$ cat config.mk
export PLATFORM = sky130hd
export DESIGN_NAME = pressure_trimmed_mean_monitor_top_flat
export DESIGN_NICKNAME = d
export VERILOG_FILES = /design/src/hdl/ptmm_pkg.sv /design/src/hdl/ptmm_if.sv /design/src/hdl/ptmm_serial_div.sv /design/src/hdl/ptmm_window.sv /design/src/hdl/pressure_trimmed_mean_monitor_top.sv /design/src/flat_wrapper.sv
export SDC_FILE = /design/constraint.sdc
export NUM_CORES = 1
export LEC_CHECK = 0
export BUFFER_PORTS_ARGS = -buffer_cell sky130_fd_sc_hd__buf_2
export CORE_ASPECT_RATIO = 1.25
export CORE_MARGIN = 2
export CORE_UTILIZATION = 55
export DETAILED_ROUTE_END_ITERATION = 6
export PLACE_DENSITY = 0.75
export SLEW_MARGIN = 20
export SYNTH_ARGS = -nofsm -noshare
export SYNTH_HDL_FRONTEND = slang
export SYNTH_SLANG_ARGS = --single-unit
$ cat constraint.sdc
create_clock -name clk -period 4.9 [get_ports clk]
set_clock_uncertainty 0.05 [all_clocks]
set_input_delay 0.49 -clock clk [delete_from_list [all_inputs] [get_ports clk]]
set_output_delay 0.49 -clock clk [all_outputs]
set_load 0.02 [all_outputs]
$ cat src/hdl/ptmm_pkg.sv
package ptmm_pkg;

    // Window geometry.
    localparam int WINDOW_DEPTH = 10;
    localparam int RING_AW      = $clog2(WINDOW_DEPTH);

    // Field widths.
    localparam int RAW_W      = 16;
    localparam int SAMPLE_W   = 14;
    localparam int SUM_W      = SAMPLE_W + $clog2(WINDOW_DEPTH);
    localparam int CONV_W     = RAW_W + 2;
    localparam int TYPE_W     = 1;
    localparam int LIMIT_W    = 13;
    localparam int TIMER_W    = 6;
    localparam int FAIL_W     = 4;

    // Serial divider: dividend magnitude and divisor widths, two quotient bits per cycle.
    localparam int DIV_W      = 20;
    localparam int DVS_W      = 6;
    localparam int DIV_STEPS  = DIV_W / 2;
    localparam int DIV_CNT_W  = $clog2(DIV_STEPS);

    // Configuration port.
    localparam int CFG_IDX_W  = 4;
    localparam int CFG_DATA_W = 16;

    typedef logic [CFG_IDX_W-1:0] cfg_idx_t;

    localparam cfg_idx_t REG_SENSOR_TYPE   = cfg_idx_t'(0);
    localparam cfg_idx_t REG_OVER_LIMIT    = cfg_idx_t'(1);
    localparam cfg_idx_t REG_REPOWER_TICKS = cfg_idx_t'(2);
    localparam cfg_idx_t REG_FAIL_LIMIT    = cfg_idx_t'(3);

    // Register reset values.
    localparam logic [TYPE_W-1:0]  SENSOR_TYPE_RST  = 1'b0;
    localparam logic [LIMIT_W-1:0] OVER_LIMIT_RST   = 13'd800;
    localparam logic [TIMER_W-1:0] REPOWER_RST      = 6'd10;
    localparam logic [FAIL_W-1:0]  FAIL_LIMIT_RST   = 4'd3;
    localparam logic [FAIL_W-1:0]  FAIL_MAX         = 4'hF;

    // Sensor error codes.
    localparam logic [RAW_W-1:0] RAW_ERR_LOW  = 16'h0000;
    localparam logic [RAW_W-1:0] RAW_ERR_HIGH = 16'hFFFF;

    // Conversion: type 0 is 2*(raw-16500)/27, type 1 is 7*(raw-10714)/54.
    localparam logic signed [CONV_W-1:0] CONV0_OFFSET = 18'sd16500;
    localparam logic signed [CONV_W-1:0] CONV1_OFFSET = 18'sd10714;
    localparam logic [DVS_W-1:0]         CONV0_DEN    = 6'd27;
    localparam logic [DVS_W-1:0]         CONV1_DEN    = 6'd54;
    localparam logic [DVS_W-1:0]         MEAN_DEN     = DVS_W'(WINDOW_DEPTH - 2);

    typedef logic signed [SAMPLE_W-1:0] sample_t;
    typedef logic signed [SUM_W-1:0]    sum_t;
    typedef logic [RING_AW-1:0]         ring_addr_t;

    // Divider request and response.
    typedef struct packed {
        logic                    start;
        logic signed [DIV_W-1:0] dividend;
        logic [DVS_W-1:0]        divisor;
    } div_req_t;

    typedef struct packed {
        logic    done;
        sample_t quotient;
    } div_rsp_t;

    // Sample window control and status.
    typedef struct packed {
        logic       wr_en;
        ring_addr_t wr_addr;
        sample_t    wr_data;
        logic       walk_start;
    } win_ctrl_t;

    typedef struct packed {
        logic done;
        sum_t trimmed;
    } win_stat_t;

endpackage

$ cat src/hdl/ptmm_if.sv
// Sensor read request channel.
interface ptmm_in_if;
    logic                           valid;
    logic                           ready;
    logic                           ack;
    logic [ptmm_pkg::RAW_W-1:0]     raw_code;

    modport source (output valid, output ack, output raw_code, input ready);
    modport sink (input valid, input ack, input raw_code, output ready);
endinterface

// Filtered result channel.
interface ptmm_out_if;
    logic                           valid;
    logic                           ready;
    logic signed [ptmm_pkg::SAMPLE_W-1:0] pressure;
    logic                           pressure_valid;
    logic                           read_error;
    logic                           overpressure;

    modport source (output valid, output pressure, output pressure_valid,
                    output read_error, output overpressure, input ready);
    modport sink (input valid, input pressure, input pressure_valid,
                  input read_error, input overpressure, output ready);
endinterface

// Configuration write channel.
interface ptmm_cfg_if;
    logic                              valid;
    logic                              ready;
    logic [ptmm_pkg::CFG_IDX_W-1:0]    index;
    logic [ptmm_pkg::CFG_DATA_W-1:0]   data;

    modport source (output valid, output index, output data, input ready);
    modport sink (input valid, input index, input data, output ready);
endinterface

$ cat src/hdl/ptmm_serial_div.sv
module ptmm_serial_div (
    input  logic               clk,
    input  logic               rst_n,
    input  ptmm_pkg::div_req_t req,
    output ptmm_pkg::div_rsp_t rsp
);

    logic [ptmm_pkg::DIV_W-1:0]     quo_reg;
    logic [ptmm_pkg::DIV_W-1:0]     quo_next;
    logic [ptmm_pkg::DVS_W-1:0]     rem_reg;
    logic [ptmm_pkg::DVS_W-1:0]     rem_next;
    logic [ptmm_pkg::DVS_W-1:0]     dvs_reg;
    logic                           neg_reg;
    logic                           busy_reg;
    logic                           busy_next;
    logic                           done_reg;
    logic                           done_next;
    logic [ptmm_pkg::DIV_CNT_W-1:0] cnt_reg;
    logic [ptmm_pkg::DIV_CNT_W-1:0] cnt_next;

    logic [ptmm_pkg::DIV_W-1:0]     start_mag;
    logic [ptmm_pkg::DVS_W:0]       trial_a;
    logic [ptmm_pkg::DVS_W:0]       trial_b;
    logic [ptmm_pkg::DVS_W:0]       diff_a;
    logic [ptmm_pkg::DVS_W:0]       diff_b;
    logic [ptmm_pkg::DVS_W-1:0]     rem_a;
    logic                           ge_a;
    logic                           ge_b;
    logic [ptmm_pkg::DIV_W-1:0]     result_mag;

    // Magnitude of the signed dividend; quotient sign is restored at the end.
    assign start_mag = req.dividend[ptmm_pkg::DIV_W-1]
                       ? ptmm_pkg::DIV_W'(-req.dividend)
                       : ptmm_pkg::DIV_W'(req.dividend);

    // Two restoring steps per cycle, dividend bits shifted out of the top of quo_reg.
    always_comb
    begin
        trial_a  = {rem_reg, quo_reg[ptmm_pkg::DIV_W-1]};
        diff_a   = trial_a - {1'b0, dvs_reg};
        ge_a     = (trial_a >= {1'b0, dvs_reg});
        rem_a    = ge_a ? diff_a[ptmm_pkg::DVS_W-1:0] : trial_a[ptmm_pkg::DVS_W-1:0];
        trial_b  = {rem_a, quo_reg[ptmm_pkg::DIV_W-2]};
        diff_b   = trial_b - {1'b0, dvs_reg};
        ge_b     = (trial_b >= {1'b0, dvs_reg});
        rem_next = ge_b ? diff_b[ptmm_pkg::DVS_W-1:0] : trial_b[ptmm_pkg::DVS_W-1:0];
        quo_next = {quo_reg[ptmm_pkg::DIV_W-3:0], ge_a, ge_b};
    end

    // Step counter and completion pulse.
    always_comb
    begin
        busy_next = busy_reg;
        cnt_next  = cnt_reg;
        done_next = 1'b0;
        if (req.start)
        begin
            busy_next = 1'b1;
            cnt_next  = ptmm_pkg::DIV_CNT_W'(ptmm_pkg::DIV_STEPS - 1);
        end
        else if (busy_reg)
        begin
            cnt_next = cnt_reg - 1'b1;
            if (cnt_reg == '0)
            begin
                busy_next = 1'b0;
                done_next = 1'b1;
            end
        end
    end

    always_ff @(posedge clk or negedge rst_n)
    begin
        if (!rst_n)
        begin
            busy_reg <= 1'b0;
            done_reg <= 1'b0;
            cnt_reg  <= '0;
        end
        else
        begin
            busy_reg <= busy_next;
            done_reg <= done_next;
            cnt_reg  <= cnt_next;
        end
    end

    // Datapath shift registers.
    always_ff @(posedge clk)
    begin
        if (req.start)
        begin
            quo_reg <= start_mag;
            rem_reg <= '0;
            dvs_reg <= req.divisor;
            neg_reg <= req.dividend[ptmm_pkg::DIV_W-1];
        end
        else if (busy_reg)
        begin
            quo_reg <= quo_next;
            rem_reg <= rem_next;
        end
    end

    // Truncation toward zero: negate the magnitude quotient for a negative dividend.
    assign result_mag   = neg_reg ? ptmm_pkg::DIV_W'(-quo_reg) : quo_reg;
    assign rsp.done     = done_reg;
    assign rsp.quotient = ptmm_pkg::sample_t'(result_mag[ptmm_pkg::SAMPLE_W-1:0]);

endmodule

$ cat src/hdl/ptmm_window.sv
module ptmm_window (
    input  logic                clk,
    input  logic                rst_n,
    input  ptmm_pkg::win_ctrl_t ctrl,
    output ptmm_pkg::win_stat_t stat
);

    ptmm_pkg::sample_t    ring_mem [ptmm_pkg::WINDOW_DEPTH];
    ptmm_pkg::sample_t    rd_data_reg;

    logic                 busy_reg;
    logic                 busy_next;
    ptmm_pkg::ring_addr_t rd_addr_reg;
    ptmm_pkg::ring_addr_t rd_addr_next;
    logic                 rd_vld_reg;
    logic                 rd_vld_next;
    logic                 rd_last_reg;
    logic                 rd_last_next;
    logic                 first_reg;
    logic                 first_next;
    logic                 done_reg;
    logic                 done_next;

    ptmm_pkg::sum_t       sum_reg;
    ptmm_pkg::sample_t    lo_reg;
    ptmm_pkg::sample_t    hi_reg;

    logic                 at_last;

    assign at_last = (rd_addr_reg == ptmm_pkg::RING_AW'(ptmm_pkg::WINDOW_DEPTH - 1));

    // Sample store: one write port, one registered read port for the walk.
    always_ff @(posedge clk)
    begin
        if (ctrl.wr_en)
        begin
            ring_mem[ctrl.wr_addr] <= ctrl.wr_data;
        end
        rd_data_reg <= ring_mem[rd_addr_reg];
    end

    // Walk sequencer over all entries; the read address wraps back to entry zero.
    always_comb
    begin
        busy_next    = busy_reg;
        rd_addr_next = rd_addr_reg;
        rd_vld_next  = 1'b0;
        rd_last_next = 1'b0;
        first_next   = first_reg;
        done_next    = rd_vld_reg && rd_last_reg;
        if (ctrl.walk_start)
        begin
            busy_next    = 1'b1;
            rd_addr_next = '0;
            first_next   = 1'b1;
        end
        else
        begin
            if (busy_reg)
            begin
                rd_vld_next  = 1'b1;
                rd_last_next = at_last;
                rd_addr_next = at_last ? '0 : rd_addr_reg + 1'b1;
                if (at_last)
                begin
                    busy_next = 1'b0;
                end
            end
            if (rd_vld_reg)
            begin
                first_next = 1'b0;
            end
        end
    end

    always_ff @(posedge clk or negedge rst_n)
    begin
        if (!rst_n)
        begin
            busy_reg    <= 1'b0;
            rd_addr_reg <= '0;
            rd_vld_reg  <= 1'b0;
            rd_last_reg <= 1'b0;
            first_reg   <= 1'b0;
            done_reg    <= 1'b0;
        end
        else
        begin
            busy_reg    <= busy_next;
            rd_addr_reg <= rd_addr_next;
            rd_vld_reg  <= rd_vld_next;
            rd_last_reg <= rd_last_next;
            first_reg   <= first_next;
            done_reg    <= done_next;
        end
    end

    // Running sum, minimum and maximum, one sample per cycle.
    always_ff @(posedge clk)
    begin
        if (rd_vld_reg)
        begin
            if (first_reg)
            begin
                sum_reg <= ptmm_pkg::SUM_W'(rd_data_reg);
                lo_reg  <= rd_data_reg;
                hi_reg  <= rd_data_reg;
            end
            else
            begin
                sum_reg <= sum_reg + ptmm_pkg::SUM_W'(rd_data_reg);
                if (rd_data_reg < lo_reg)
                begin
                    lo_reg <= rd_data_reg;
                end
                if (rd_data_reg > hi_reg)
                begin
                    hi_reg <= rd_data_reg;
                end
            end
        end
    end

    assign stat.done    = done_reg;
    assign stat.trimmed = sum_reg - ptmm_pkg::SUM_W'(lo_reg) - ptmm_pkg::SUM_W'(hi_reg);

endmodule

$ cat src/hdl/pressure_trimmed_mean_monitor_top.sv
// Channel  | Modport | Payload                                              | Handshake
// sensor   | sink    | ack, raw_code[15:0]                                  | valid/ready
// result   | source  | pressure[13:0] signed, pressure_valid, read_error,   | valid/ready
//          |         | overpressure                                         |
// cfg      | sink    | index[3:0], data[15:0]; ready is always high         | valid/ready
//
// One request is in work at a time. Power-off ticks, missing acknowledges and error codes
// go from acceptance straight to ST_DONE. A good read while the window fills runs only the
// conversion; once it is full, the serial divider (2 quotient bits per cycle) runs for the
// conversion and again for the mean, with a walk between them that reads one stored sample
// per cycle. A result waits in the output register; the next finished result stalls in
// ST_DONE until it leaves. Reset is async, low.
module pressure_trimmed_mean_monitor_top (
    input logic          clk,
    input logic          rst_n,
    ptmm_in_if.sink      sensor,
    ptmm_out_if.source   result,
    ptmm_cfg_if.sink     cfg
);

    typedef enum logic [4:0] {
        ST_IDLE = 5'b00001,
        ST_CONV = 5'b00010,
        ST_WALK = 5'b00100,
        ST_MEAN = 5'b01000,
        ST_DONE = 5'b10000
    } state_t;

    state_t                                state_reg;
    state_t                                state_next;

    // Configuration registers.
    logic [ptmm_pkg::TYPE_W-1:0]           sensor_type_reg;
    logic [ptmm_pkg::LIMIT_W-1:0]          over_limit_reg;
    logic [ptmm_pkg::TIMER_W-1:0]          repower_reg;
    logic [ptmm_pkg::FAIL_W-1:0]           fail_limit_reg;

    // Monitor state.
    logic                                  powered_reg;
    logic                                  powered_next;
    logic [ptmm_pkg::TIMER_W-1:0]          off_timer_reg;
    logic [ptmm_pkg::TIMER_W-1:0]          off_timer_next;
    logic [ptmm_pkg::FAIL_W-1:0]           fail_count_reg;
    logic [ptmm_pkg::FAIL_W-1:0]           fail_count_next;
    ptmm_pkg::ring_addr_t                  ring_idx_reg;
    ptmm_pkg::ring_addr_t                  ring_idx_next;
    logic                                  ring_full_reg;
    logic                                  ring_full_next;
    ptmm_pkg::sample_t                     held_pressure_reg;
    ptmm_pkg::sample_t                     held_pressure_next;
    logic                                  held_valid_reg;
    logic                                  held_valid_next;
    logic                                  over_flag_reg;
    logic                                  over_flag_next;
    logic                                  err_reg;
    logic                                  err_next;

    // Output register.
    logic                                  out_valid_reg;
    logic                                  out_valid_next;
    ptmm_pkg::sample_t                     out_pressure_reg;
    logic                                  out_pvalid_reg;
    logic                                  out_err_reg;
    logic                                  out_over_reg;

    ptmm_pkg::div_req_t                    div_req;
    ptmm_pkg::div_rsp_t                    div_rsp;
    ptmm_pkg::win_ctrl_t                   win_ctrl;
    ptmm_pkg::win_stat_t                   win_stat;

    logic                                  accept;
    logic                                  load_out;
    logic                                  raw_bad;
    logic [ptmm_pkg::FAIL_W-1:0]           fail_inc;
    logic signed [ptmm_pkg::CONV_W-1:0]    conv_d;
    logic signed [ptmm_pkg::DIV_W-1:0]     conv_ext;
    logic signed [ptmm_pkg::DIV_W-1:0]     conv_num;
    logic                                  wrap;
    logic                                  over_hit;

    assign accept   = sensor.valid && sensor.ready;
    assign load_out = (state_reg == ST_DONE) && (!out_valid_reg || result.ready);
    assign raw_bad  = (sensor.raw_code == ptmm_pkg::RAW_ERR_LOW)
                      || (sensor.raw_code == ptmm_pkg::RAW_ERR_HIGH);
    assign fail_inc = (fail_count_reg == ptmm_pkg::FAIL_MAX)
                      ? ptmm_pkg::FAIL_MAX : fail_count_reg + 1'b1;
    assign wrap     = (ring_idx_reg == ptmm_pkg::RING_AW'(ptmm_pkg::WINDOW_DEPTH - 1));
    assign over_hit = held_valid_reg
                      && (held_pressure_reg > $signed({1'b0, over_limit_reg}));

    // Conversion numerator: 2*(raw-16500) or 7*(raw-10714).
    always_comb
    begin
        conv_d   = $signed({2'b00, sensor.raw_code})
                   - (sensor_type_reg[0] ? ptmm_pkg::CONV1_OFFSET : ptmm_pkg::CONV0_OFFSET);
        conv_ext = ptmm_pkg::DIV_W'(conv_d);
        conv_num = sensor_type_reg[0] ? (conv_ext <<< 3) - conv_ext : conv_ext <<< 1;
    end

    // Shared divider: conversion at acceptance, trimmed mean after the walk.
    always_comb
    begin
        div_req.start    = 1'b0;
        div_req.dividend = conv_num;
        div_req.divisor  = sensor_type_reg[0] ? ptmm_pkg::CONV1_DEN : ptmm_pkg::CONV0_DEN;
        if (state_reg == ST_WALK)
        begin
            div_req.dividend = ptmm_pkg::DIV_W'(win_stat.trimmed);
            div_req.divisor  = ptmm_pkg::MEAN_DEN;
            div_req.start    = win_stat.done;
        end
        else if (accept && powered_reg && sensor.ack && !raw_bad)
        begin
            div_req.start = 1'b1;
        end
    end

    // Main sequencer and state update.
    always_comb
    begin
        state_next         = state_reg;
        powered_next       = powered_reg;
        off_timer_next     = off_timer_reg;
        fail_count_next    = fail_count_reg;
        ring_idx_next      = ring_idx_reg;
        ring_full_next     = ring_full_reg;
        held_pressure_next = held_pressure_reg;
        held_valid_next    = held_valid_reg;
        over_flag_next     = over_flag_reg;
        err_next           = err_reg;
        win_ctrl.wr_en      = 1'b0;
        win_ctrl.wr_addr    = ring_idx_reg;
        win_ctrl.wr_data    = div_rsp.quotient;
        win_ctrl.walk_start = 1'b0;

        unique case (state_reg)
            ST_IDLE:
            begin
                if (accept)
                begin
                    err_next   = 1'b0;
                    state_next = ST_DONE;
                    priority if (!powered_reg)
                    begin
                        if (off_timer_reg <= ptmm_pkg::TIMER_W'(1))
                        begin
                            off_timer_next  = '0;
                            ring_idx_next   = '0;
                            ring_full_next  = 1'b0;
                            held_valid_next = 1'b0;
                            powered_next    = 1'b1;
                        end
                        else
                        begin
                            off_timer_next = off_timer_reg - 1'b1;
                        end
                    end
                    else if (!sensor.ack)
                    begin
                        held_valid_next = 1'b0;
                        err_next        = 1'b1;
                    end
                    else if (raw_bad)
                    begin
                        powered_next    = 1'b0;
                        off_timer_next  = repower_reg;
                        fail_count_next = fail_inc;
                        if (fail_inc > fail_limit_reg)
                        begin
                            held_valid_next = 1'b0;
                            err_next        = 1'b1;
                        end
                    end
                    else
                    begin
                        fail_count_next = '0;
                        state_next      = ST_CONV;
                    end
                end
            end
            ST_CONV:
            begin
                if (div_rsp.done)
                begin
                    win_ctrl.wr_en = 1'b1;
                    ring_idx_next  = wrap ? '0 : ring_idx_reg + 1'b1;
                    ring_full_next = ring_full_reg || wrap;
                    if (ring_full_reg || wrap)
                    begin
                        win_ctrl.walk_start = 1'b1;
                        state_next          = ST_WALK;
                    end
                    else
                    begin
                        state_next = ST_DONE;
                    end
                end
            end
            ST_WALK:
            begin
                if (win_stat.done)
                begin
                    state_next = ST_MEAN;
                end
            end
            ST_MEAN:
            begin
                if (div_rsp.done)
                begin
                    held_pressure_next = div_rsp.quotient;
                    held_valid_next    = 1'b1;
                    state_next         = ST_DONE;
                end
            end
            ST_DONE:
            begin
                if (load_out)
                begin
                    over_flag_next = over_flag_reg || over_hit;
                    state_next     = ST_IDLE;
                end
            end
            default:
            begin
                state_next = ST_IDLE;
            end
        endcase
    end

    // Output register hand-off.
    always_comb
    begin
        out_valid_next = out_valid_reg;
        if (load_out)
        begin
            out_valid_next = 1'b1;
        end
        else if (result.ready)
        begin
            out_valid_next = 1'b0;
        end
    end

    always_ff @(posedge clk or negedge rst_n)
    begin
        if (!rst_n)
        begin
            state_reg         <= ST_IDLE;
            powered_reg       <= 1'b0;
            off_timer_reg     <= '0;
            fail_count_reg    <= '0;
            ring_idx_reg      <= '0;
            ring_full_reg     <= 1'b0;
            held_pressure_reg <= '0;
            held_valid_reg    <= 1'b0;
            over_flag_reg     <= 1'b0;
            err_reg           <= 1'b0;
            out_valid_reg     <= 1'b0;
        end
        else
        begin
            state_reg         <= state_next;
            powered_reg       <= powered_next;
            off_timer_reg     <= off_timer_next;
            fail_count_reg    <= fail_count_next;
            ring_idx_reg      <= ring_idx_next;
            ring_full_reg     <= ring_full_next;
            held_pressure_reg <= held_pressure_next;
            held_valid_reg    <= held_valid_next;
            over_flag_reg     <= over_flag_next;
            err_reg           <= err_next;
            out_valid_reg     <= out_valid_next;
        end
    end

    // Result payload; pressure reads zero while not valid.
    always_ff @(posedge clk)
    begin
        if (load_out)
        begin
            out_pressure_reg <= held_valid_reg ? held_pressure_reg : '0;
            out_pvalid_reg   <= held_valid_reg;
            out_err_reg      <= err_reg;
            out_over_reg     <= over_flag_reg || over_hit;
        end
    end

    // Configuration registers; unknown indexes are ignored.
    always_ff @(posedge clk or negedge rst_n)
    begin
        if (!rst_n)
        begin
            sensor_type_reg <= ptmm_pkg::SENSOR_TYPE_RST;
            over_limit_reg  <= ptmm_pkg::OVER_LIMIT_RST;
            repower_reg     <= ptmm_pkg::REPOWER_RST;
            fail_limit_reg  <= ptmm_pkg::FAIL_LIMIT_RST;
        end
        else if (cfg.valid)
        begin
            unique case (cfg.index)
                ptmm_pkg::REG_SENSOR_TYPE:
                    sensor_type_reg <= cfg.data[ptmm_pkg::TYPE_W-1:0];
                ptmm_pkg::REG_OVER_LIMIT:
                    over_limit_reg <= cfg.data[ptmm_pkg::LIMIT_W-1:0];
                ptmm_pkg::REG_REPOWER_TICKS:
                    repower_reg <= cfg.data[ptmm_pkg::TIMER_W-1:0];
                ptmm_pkg::REG_FAIL_LIMIT:
                    fail_limit_reg <= cfg.data[ptmm_pkg::FAIL_W-1:0];
                default:
                begin
                end
            endcase
        end
    end

    assign cfg.ready    = 1'b1;
    assign sensor.ready = (state_reg == ST_IDLE);

    assign result.valid          = out_valid_reg;
    assign result.pressure       = out_pressure_reg;
    assign result.pressure_valid = out_pvalid_reg;
    assign result.read_error     = out_err_reg;
    assign result.overpressure   = out_over_reg;

    ptmm_serial_div u_div (
        .clk   (clk),
        .rst_n (rst_n),
        .req   (div_req),
        .rsp   (div_rsp)
    );

    ptmm_window u_window (
        .clk   (clk),
        .rst_n (rst_n),
        .ctrl  (win_ctrl),
        .stat  (win_stat)
    );

endmodule

$ cat src/flat_wrapper.sv
// flat-port wrapper written by rule: the top's interface ports become plain ports
module pressure_trimmed_mean_monitor_top_flat 
  (clk, rst_n, sensor_valid, sensor_ack, sensor_raw_code, sensor_ready, result_valid, result_pressure, result_pressure_valid, result_read_error, result_overpressure, result_ready, cfg_valid, cfg_index, cfg_data, cfg_ready);
  ptmm_in_if sensor_i ();
  ptmm_out_if result_i ();
  ptmm_cfg_if cfg_i ();
  input logic clk;
  input logic rst_n;
  input wire logic [$bits(sensor_i.valid)-1:0] sensor_valid;
  input wire logic [$bits(sensor_i.ack)-1:0] sensor_ack;
  input wire logic [$bits(sensor_i.raw_code)-1:0] sensor_raw_code;
  output wire logic [$bits(sensor_i.ready)-1:0] sensor_ready;
  output wire logic [$bits(result_i.valid)-1:0] result_valid;
  output wire logic [$bits(result_i.pressure)-1:0] result_pressure;
  output wire logic [$bits(result_i.pressure_valid)-1:0] result_pressure_valid;
  output wire logic [$bits(result_i.read_error)-1:0] result_read_error;
  output wire logic [$bits(result_i.overpressure)-1:0] result_overpressure;
  input wire logic [$bits(result_i.ready)-1:0] result_ready;
  input wire logic [$bits(cfg_i.valid)-1:0] cfg_valid;
  input wire logic [$bits(cfg_i.index)-1:0] cfg_index;
  input wire logic [$bits(cfg_i.data)-1:0] cfg_data;
  output wire logic [$bits(cfg_i.ready)-1:0] cfg_ready;
  assign sensor_i.valid = sensor_valid;
  assign sensor_i.ack = sensor_ack;
  assign sensor_i.raw_code = sensor_raw_code;
  assign sensor_ready = sensor_i.ready;
  assign result_valid = result_i.valid;
  assign result_pressure = result_i.pressure;
  assign result_pressure_valid = result_i.pressure_valid;
  assign result_read_error = result_i.read_error;
  assign result_overpressure = result_i.overpressure;
  assign result_i.ready = result_ready;
  assign cfg_i.valid = cfg_valid;
  assign cfg_i.index = cfg_index;
  assign cfg_i.data = cfg_data;
  assign cfg_ready = cfg_i.ready;
  pressure_trimmed_mean_monitor_top u_core (.clk(clk), .rst_n(rst_n), .sensor(sensor_i), .result(result_i), .cfg(cfg_i));
endmodule
* Yosys cells after proc, flatten, opt, wreduce, memory -nomap -nowiden
Memory sizes are Yosys's and may differ from the RTL's. A register that Yosys moved wholly into a read port is not among the register bits.
Cells that the tools add are included.
** Cells by class
- Add/subtract/negate cells :: 14
- Magnitude comparators :: 7
- Equality and inequality tests :: 24
- Multiplexer cells :: 88
- Reductions and logical operators :: 38
** Operators by type and width (number)
- 20-bit two-way mux :: 4
- 14-bit two-way mux :: 5
- 4-bit two-way mux :: 12
- 5-bit two-way mux :: 9
- 1-bit two-way mux :: 44
- 6-bit two-way mux :: 7
- 18-bit by 14-bit subtractor with 18-bit output :: 2
- 14-bit greater-than comparator :: 2
- 26-bit two-way mux :: 1
- 5-bit one-hot mux with 5 select lines :: 1
- 20-bit negation :: 1
- 20-bit by 18-bit subtractor with 20-bit output :: 1
- 18-bit by 14-bit adder with 18-bit output :: 1
- 18-bit two-way mux :: 1
- 2-bit AND reduction :: 9
- 16-bit by 15-bit subtractor with 17-bit output :: 1
- 16-bit equality test, second input constant :: 1
- 16-bit logical NOT :: 1
- 2-bit inequality test, second input constant :: 8
- 2-bit nonzero test :: 8
- 15-bit two-way mux :: 1
- 7-bit by 6-bit >= comparator with 1-bit output :: 2
- 14-bit < comparator :: 1
- 14-bit negation :: 1
- other kinds (26) :: 47
** Word-level totals
- Register bits :: 174
- RAM bits :: 140
- Input port bits :: 42
- Output and inout port bits :: 20
- Memories kept :: 1
** Memories
- u_core.u_window.ring_mem :: depth 10, bits a word 14, rd ports 1, clocked after Yosys merged registers in 1, wr ports 1, line ptmm_window.sv:8 : ptmm_pkg::sample_t ring_mem [ptmm_pkg::WINDOW_DEPTH];

* Depth between registers and ports, before layout
- Depth in word-level cells :: 9
- Mapped depth :: 23

* Modules after synthesis
From an unflattened synthesis, not the netlist that was laid out.
** Unflattened totals
- Cell total of the unflattened synthesis :: 1688
- Area total of the unflattened synthesis :: 19068.3 um2
** By module, submodules not included
- ptmm_window :: times used 1, cells an instance 751, area an instance 10453.8 um2, seq. area each 6090.8 um2
- pressure_trimmed_mean_monitor_top :: times used 1, cells an instance 646, area an instance 5805.6 um2, seq. area each 2097.0 um2
- ptmm_serial_div :: times used 1, cells an instance 291, area an instance 2808.9 um2, seq. area each 1081.0 um2

* Worst setup path after synthesis
No wires, ideal clock.
- Kind :: reg2reg
- From :: reg u_core.sensor_type_reg
- To :: reg u_core.u_div.quo_reg[17] (netlist name), data pin
- Setup time :: 0.269 ns
- Arrival :: 4.858 ns
- Data required time :: 4.581 ns
- Setup slack :: -0.276 ns
- Stages on the path, launching flop included :: 22
- Buffers on the path :: 3
- Cells stage by stage :: dfrtp_1 > buf_2 > inv_1 > clkbuf_1 > ha_1 > a211o_1 > or2_2 > o31ai_1 > nand3b_1 > inv_1 > ha_1 > clkbuf_1 > a21o_1 > a221oi_1 > o21ai_0 > a31oi_1 > a21oi_1 > nor3b_1 > o221ai_1 > o31ai_1 > xor2_1 > o21ai_0
** On the way
- Cells in the longest elaborated chain, start to end :: 8
** RTL lines
- start: declaration :: line pressure_trimmed_mean_monitor_top.sv:33 : logic [ptmm_pkg::TYPE_W-1:0] sensor_type_reg;
- start signal: assignment :: line pressure_trimmed_mean_monitor_top.sv:293 : sensor_type_reg <= ptmm_pkg::SENSOR_TYPE_RST;
- start signal: assignment :: line pressure_trimmed_mean_monitor_top.sv:302 : sensor_type_reg <= cfg.data[ptmm_pkg::TYPE_W-1:0];
- 15-bit two-way mux :: line pressure_trimmed_mean_monitor_top.sv:95 : - (sensor_type_reg[0] ? ptmm_pkg::CONV1_OFFSET : ptmm_pkg::CONV0_OFFSET);
- 16-bit by 15-bit subtractor with 17-bit output :: line pressure_trimmed_mean_monitor_top.sv:95
- 20-bit by 18-bit subtractor with 20-bit output :: line pressure_trimmed_mean_monitor_top.sv:97 : conv_num = sensor_type_reg[0] ? (conv_ext <<< 3) - conv_ext : conv_ext <<< 1;
- 20-bit two-way mux (*) :: line pressure_trimmed_mean_monitor_top.sv:97
- 26-bit two-way mux (*) :: line pressure_trimmed_mean_monitor_top.sv:106 : if (state_reg == ST_WALK)
- 20-bit negation :: line ptmm_serial_div.sv:33 : ? ptmm_pkg::DIV_W'(-req.dividend)
- 20-bit two-way mux (*) :: line ptmm_serial_div.sv:33
- 20-bit two-way mux (*) :: line ptmm_serial_div.sv:91 : if (req.start)
- end signal: assignment :: line ptmm_serial_div.sv:93 : quo_reg <= start_mag;
- end signal: assignment :: line ptmm_serial_div.sv:100 : quo_reg <= quo_next;
- end: declaration :: line ptmm_serial_div.sv:8 : logic [ptmm_pkg::DIV_W-1:0] quo_reg;
Mark *: on every way between the ends. The rest lies on a longest branch, timed or not.
A chain may end at the register's enable or synchronous reset.

* Final worst setup path
- From :: reg u_core.sensor_type_reg
- To :: reg u_core.u_div.quo_reg[18] (netlist name), data pin
The elaborated chain is that of the path after synthesis.

==> run_results.csv <==
group,metric,value,unit
drt,first_pass_iters,5,
setup_path,worstSetupPathType,"reg -> reg",
drt,routedWlPerCell,19.70,um
yosys,ys_ff_latch,326,
layout,multi_input_comb_area,0.009094,mm^2
layout,nets,1961,
min_path,holdPathEnd,"u_core.over_limit_reg[8]$_DFFE_PN1P_",
setup_path,r2r_slack,0.12,ns
setup_path,cp-start-kind,"flip-flop",
yosys,synth_cells,1646,
timing,finalMaxSlewViolations,0,
power_and_ir_drop,swShare,0.3492,
min_path,worstHoldStart,"cfg_data[8]",
layout,final_area,0.02138,mm^2
global_routing,grt_pass1_wl,68990,um
power_and_ir_drop,fin_total_pwr,10.44,mW
drt,ant_nets,0,
place,place_area,0.01976,mm^2
yosys,ys_types,77,
layout,fillers,2546,
cts,path_clk_slew,0.07,ns
power_and_ir_drop,leakagePower,8.579,nW
job,drv_cap,0,
setup_path,crit_fanout,6,
yosys,avgSynthCellArea,11.29,um^2
global_routing,antenna_found_initial,0,
drt,drt-total-wl,43800,um
setup_path,cp.arrival,5.05,ns
die,dieArea,0.03528,mm^2
die,rows,75,
layout,area_growth,15.06,%
layout,largest_register_ffs,140,
timing,setup_slack,0.1150,ns
drt,via_count,13480,
power_and_ir_drop,power_frac_comb,0.390,
timing,finalSetupTns,0,ns
die,fp.dieW,168.4,um
layout,utilization,0.6399,
power_and_ir_drop,ir_drop,0.2897,mV
min_path,hold_path.class,"in -> reg",
yosys,postSynth.asyncResetShare,0.2393,
timing,max_freq,209.0,MHz
yosys,synth_edf_count,228,
power_and_ir_drop,power_frac_seq,0.362,
global_routing,track_usage,0.2462,
timing,worst_pin_slew,1.155,ns
drt,viasPerCell,6.065,
place,routabilityCongestion,0.8904,
drt,dr.first_iter.drc_count,1214,
layout,regArea,0.009213,mm^2
layout,final_common_cell,"edfxtp_1",
place,io_buffers,57,
global_routing,gr-total-overflow,0,
place,hpwl,30090,um
timing,fin_crit,4.785,ns
setup_path,endpoint_kind,"flip-flop",
cts,root_buffer,"clkbuf_16",
setup_path,r2r_start,"u_core.sensor_type_reg$_DFFE_PN0P_",
setup_path,rr_worst_depth,21,
layout,drive_gt1_frac,0.1939,
drt,drc,0,
cts,clk_latency,0.58,ns
setup_path,r2r-end,"u_core.u_div.quo_reg[18]$_DFFE_PP_",
timing,slew-limit-headroom,0.2300,
place,post-place-ws,-0.06898,ns
timing,hold_viol,0,
layout,layout_common_cells,"edfxtp_1, inv_1, nand2_1, ha_1, nor2_1",
cts,cts_tree,"built",
cts,cts.htree.levels,1,
timing,rsz0062_at_grt,"true",
global_routing,grt_pass1_vias,13330,
cts,clock_sinks,326,
die,io_pins,62,
cts,cts_inserted_buffers,31,
yosys,synth_seq_area_share,0.4956,
die,die_h,209.5,um
yosys,syn_nets,1832,
die,initial_core_util,0.5562,
global_routing,grt_max_degree,79,
layout,num_antenna_cells,0,
min_path,worstHoldPathCells,3,
yosys,ys.flop_type,"edfxtp_1",
power_and_ir_drop,p_int,6.793,mW
yosys,synth_warnings,0,
die,core_area,0.03341,mm^2
timing,finalSetupViolations,0,
power_and_ir_drop,power_frac_clock,0.249,
timing,period_share,0.9765,
setup_path,cp.required,5.17,ns
cts,cts.path.max_buffers,3,
run_status,status,"complete, no violations",
power_and_ir_drop,power_per_cell_area,488.3,mW/mm^2
power_and_ir_drop,switchingPower,3.645,mW
yosys,synth_area,0.01858,mm^2
## kinds of logic (layout without fill, tap and decap cells)
family	count (synthesis)	in the layout	share of synthesized area
AND/OR/NAND/NOR	437	437	0.1191
AO/OA/AOI/OAI	400	400	0.1381
flip-flops	326	326	0.4956
buffers and inverters	171	325	0.03569
adder cells (fa/ha/maj)	144	144	0.1055
multiplexers	88	88	0.06855
XOR/XNOR	79	79	0.03724
other	1	1	0.0002018
## power by group through the flow
stage / Clock, mW / Combinational, mW / Sequential [mW]
final: 2.60 / 4.07 / 3.77
after global routing: 2.73 / 4.45 / 3.81
after CTS: 2.64 / 3.63 / 3.76
after detailed placement: 0 / 3.59 / 3.81
after global placement: 0 / 3.51 / 3.80
after floorplan: 0 / 2.45 / 3.75
## per-layer routing
layer / share of wire / vias up / GRT usage
met3: 0.043 / 99 / 0.02565
met5: 0 / - / 0
li1: - / 6381 / -
met4: 0.039 / 0 / 0.1043
met2: 0.51 / 394 / 0.4308
met1: 0.41 / 6608 / 0.3130
## final cells by class
cell class / count / area share
Sequential cell: 326 / 0.4309
Clock buffer: 34 / 0.03728
Multi-Input combinational cell: 1149 / 0.4254
Inverter: 121 / 0.02171
Tap cell: 423 / 0.02476
Timing Repair Buffer: 144 / 0.04466
Clock inverter: 24 / 0.01457
Timing Repair inverter: 2 / 0.0007023
## critical path, stage by stage (launching register included)
cell and delay (ns):
dfrtp_2 0.47, buf_6 0.15, inv_8 0.07, ha_1 0.24, and3_1 0.20, or4_4 0.52
o21ai_2 0.12, buf_6 0.15, o21bai_1 0.07, xor2_1 0.21, buf_4 0.16, ha_4 0.21
a21o_1 0.17, a21oi_2 0.13, nor2_1 0.06, a31oi_2 0.27, a21oi_2 0.12, nor3b_4 0.26
o221ai_2 0.22, o41ai_4 0.40, xnor2_1 0.16, o21ai_1 0.09
## timing repair
| item | 4_1_cts | 5_1_grt |
|---|---|---|
| buffers inserted | 0 | 17 |
| hold endpoints to repair | 0 | 70 |
| hold buffers | 0 | 1 |
| resized for setup | 4 | 65 |
| setup endpoints to repair | 15 | 23 |
| cloned | 0 | 2 |
| pin swaps | 0 | 36 |
## synth_stat cells, types with 9 or more instances
cell type	number	area, um^2
a211oi_1	30	225.2
a21o_1	32	240.2
a21oi_1	96	480.5
a31oi_1	15	93.84
and2_1	20	125.1
and3_1	9	56.30
clkbuf_1	38	142.6
dfrtp_1	70	1752
dfxtp_1	20	400.4
edfxtp_1	228	6847
fa_1	21	420.4
ha_1	123	1539
inv_1	119	446.7
mux2_2	34	382.9
mux2i_1	26	260.3
mux4_2	28	630.6
nand2_1	112	420.4
nand2b_1	20	125.1
nand3_1	24	120.1
nand3b_1	10	75.07
nand4_1	17	106.4
nor2_1	102	382.9
nor2b_1	33	206.5
nor3_1	30	150.1
nor3b_1	9	67.56
nor4_1	14	87.58
o211ai_1	13	97.59
o21a_1	17	127.6
o21ai_0	101	505.5
o22ai_1	10	62.56
o31ai_1	15	112.6
xnor2_1	50	437.9
xor2_1	29	254.0
## worst max path at each step
| stage | slack, ns | to | startpoint |
|---|---|---|---|
| after floorplan | 0.01 | u_core.u_div.quo_reg[16]$_DFFE_PP_ | u_core.sensor_type_reg$_DFFE_PN0P_ |
| after global placement | -0.05 | u_core.u_div.quo_reg[17]$_DFFE_PP_ | u_core.sensor_type_reg$_DFFE_PN0P_ |
| after detailed placement | -0.07 | u_core.u_div.quo_reg[17]$_DFFE_PP_ | u_core.sensor_type_reg$_DFFE_PN0P_ |
| after CTS | 0.04 | u_core.u_div.quo_reg[15]$_DFFE_PP_ | u_core.sensor_type_reg$_DFFE_PN0P_ |
| after global routing | -0.1 | u_core.u_div.quo_reg[18]$_DFFE_PP_ | u_core.sensor_type_reg$_DFFE_PN0P_ |
| final | 0.12 | u_core.u_div.quo_reg[18]$_DFFE_PP_ | u_core.sensor_type_reg$_DFFE_PN0P_ |
## metrics by stage
stage | hold slack, ns | instances
after floorplan | 0.1444 | 1646
after detailed placement | 0.3838 | 2145
after global placement | 0.3792 | 2145
after CTS | 0.04812 | 2203
after global routing | 0.07322 | 2223
final | 0.07124 | 2223
No activity file was read; power rests on OpenSTA's default activity.
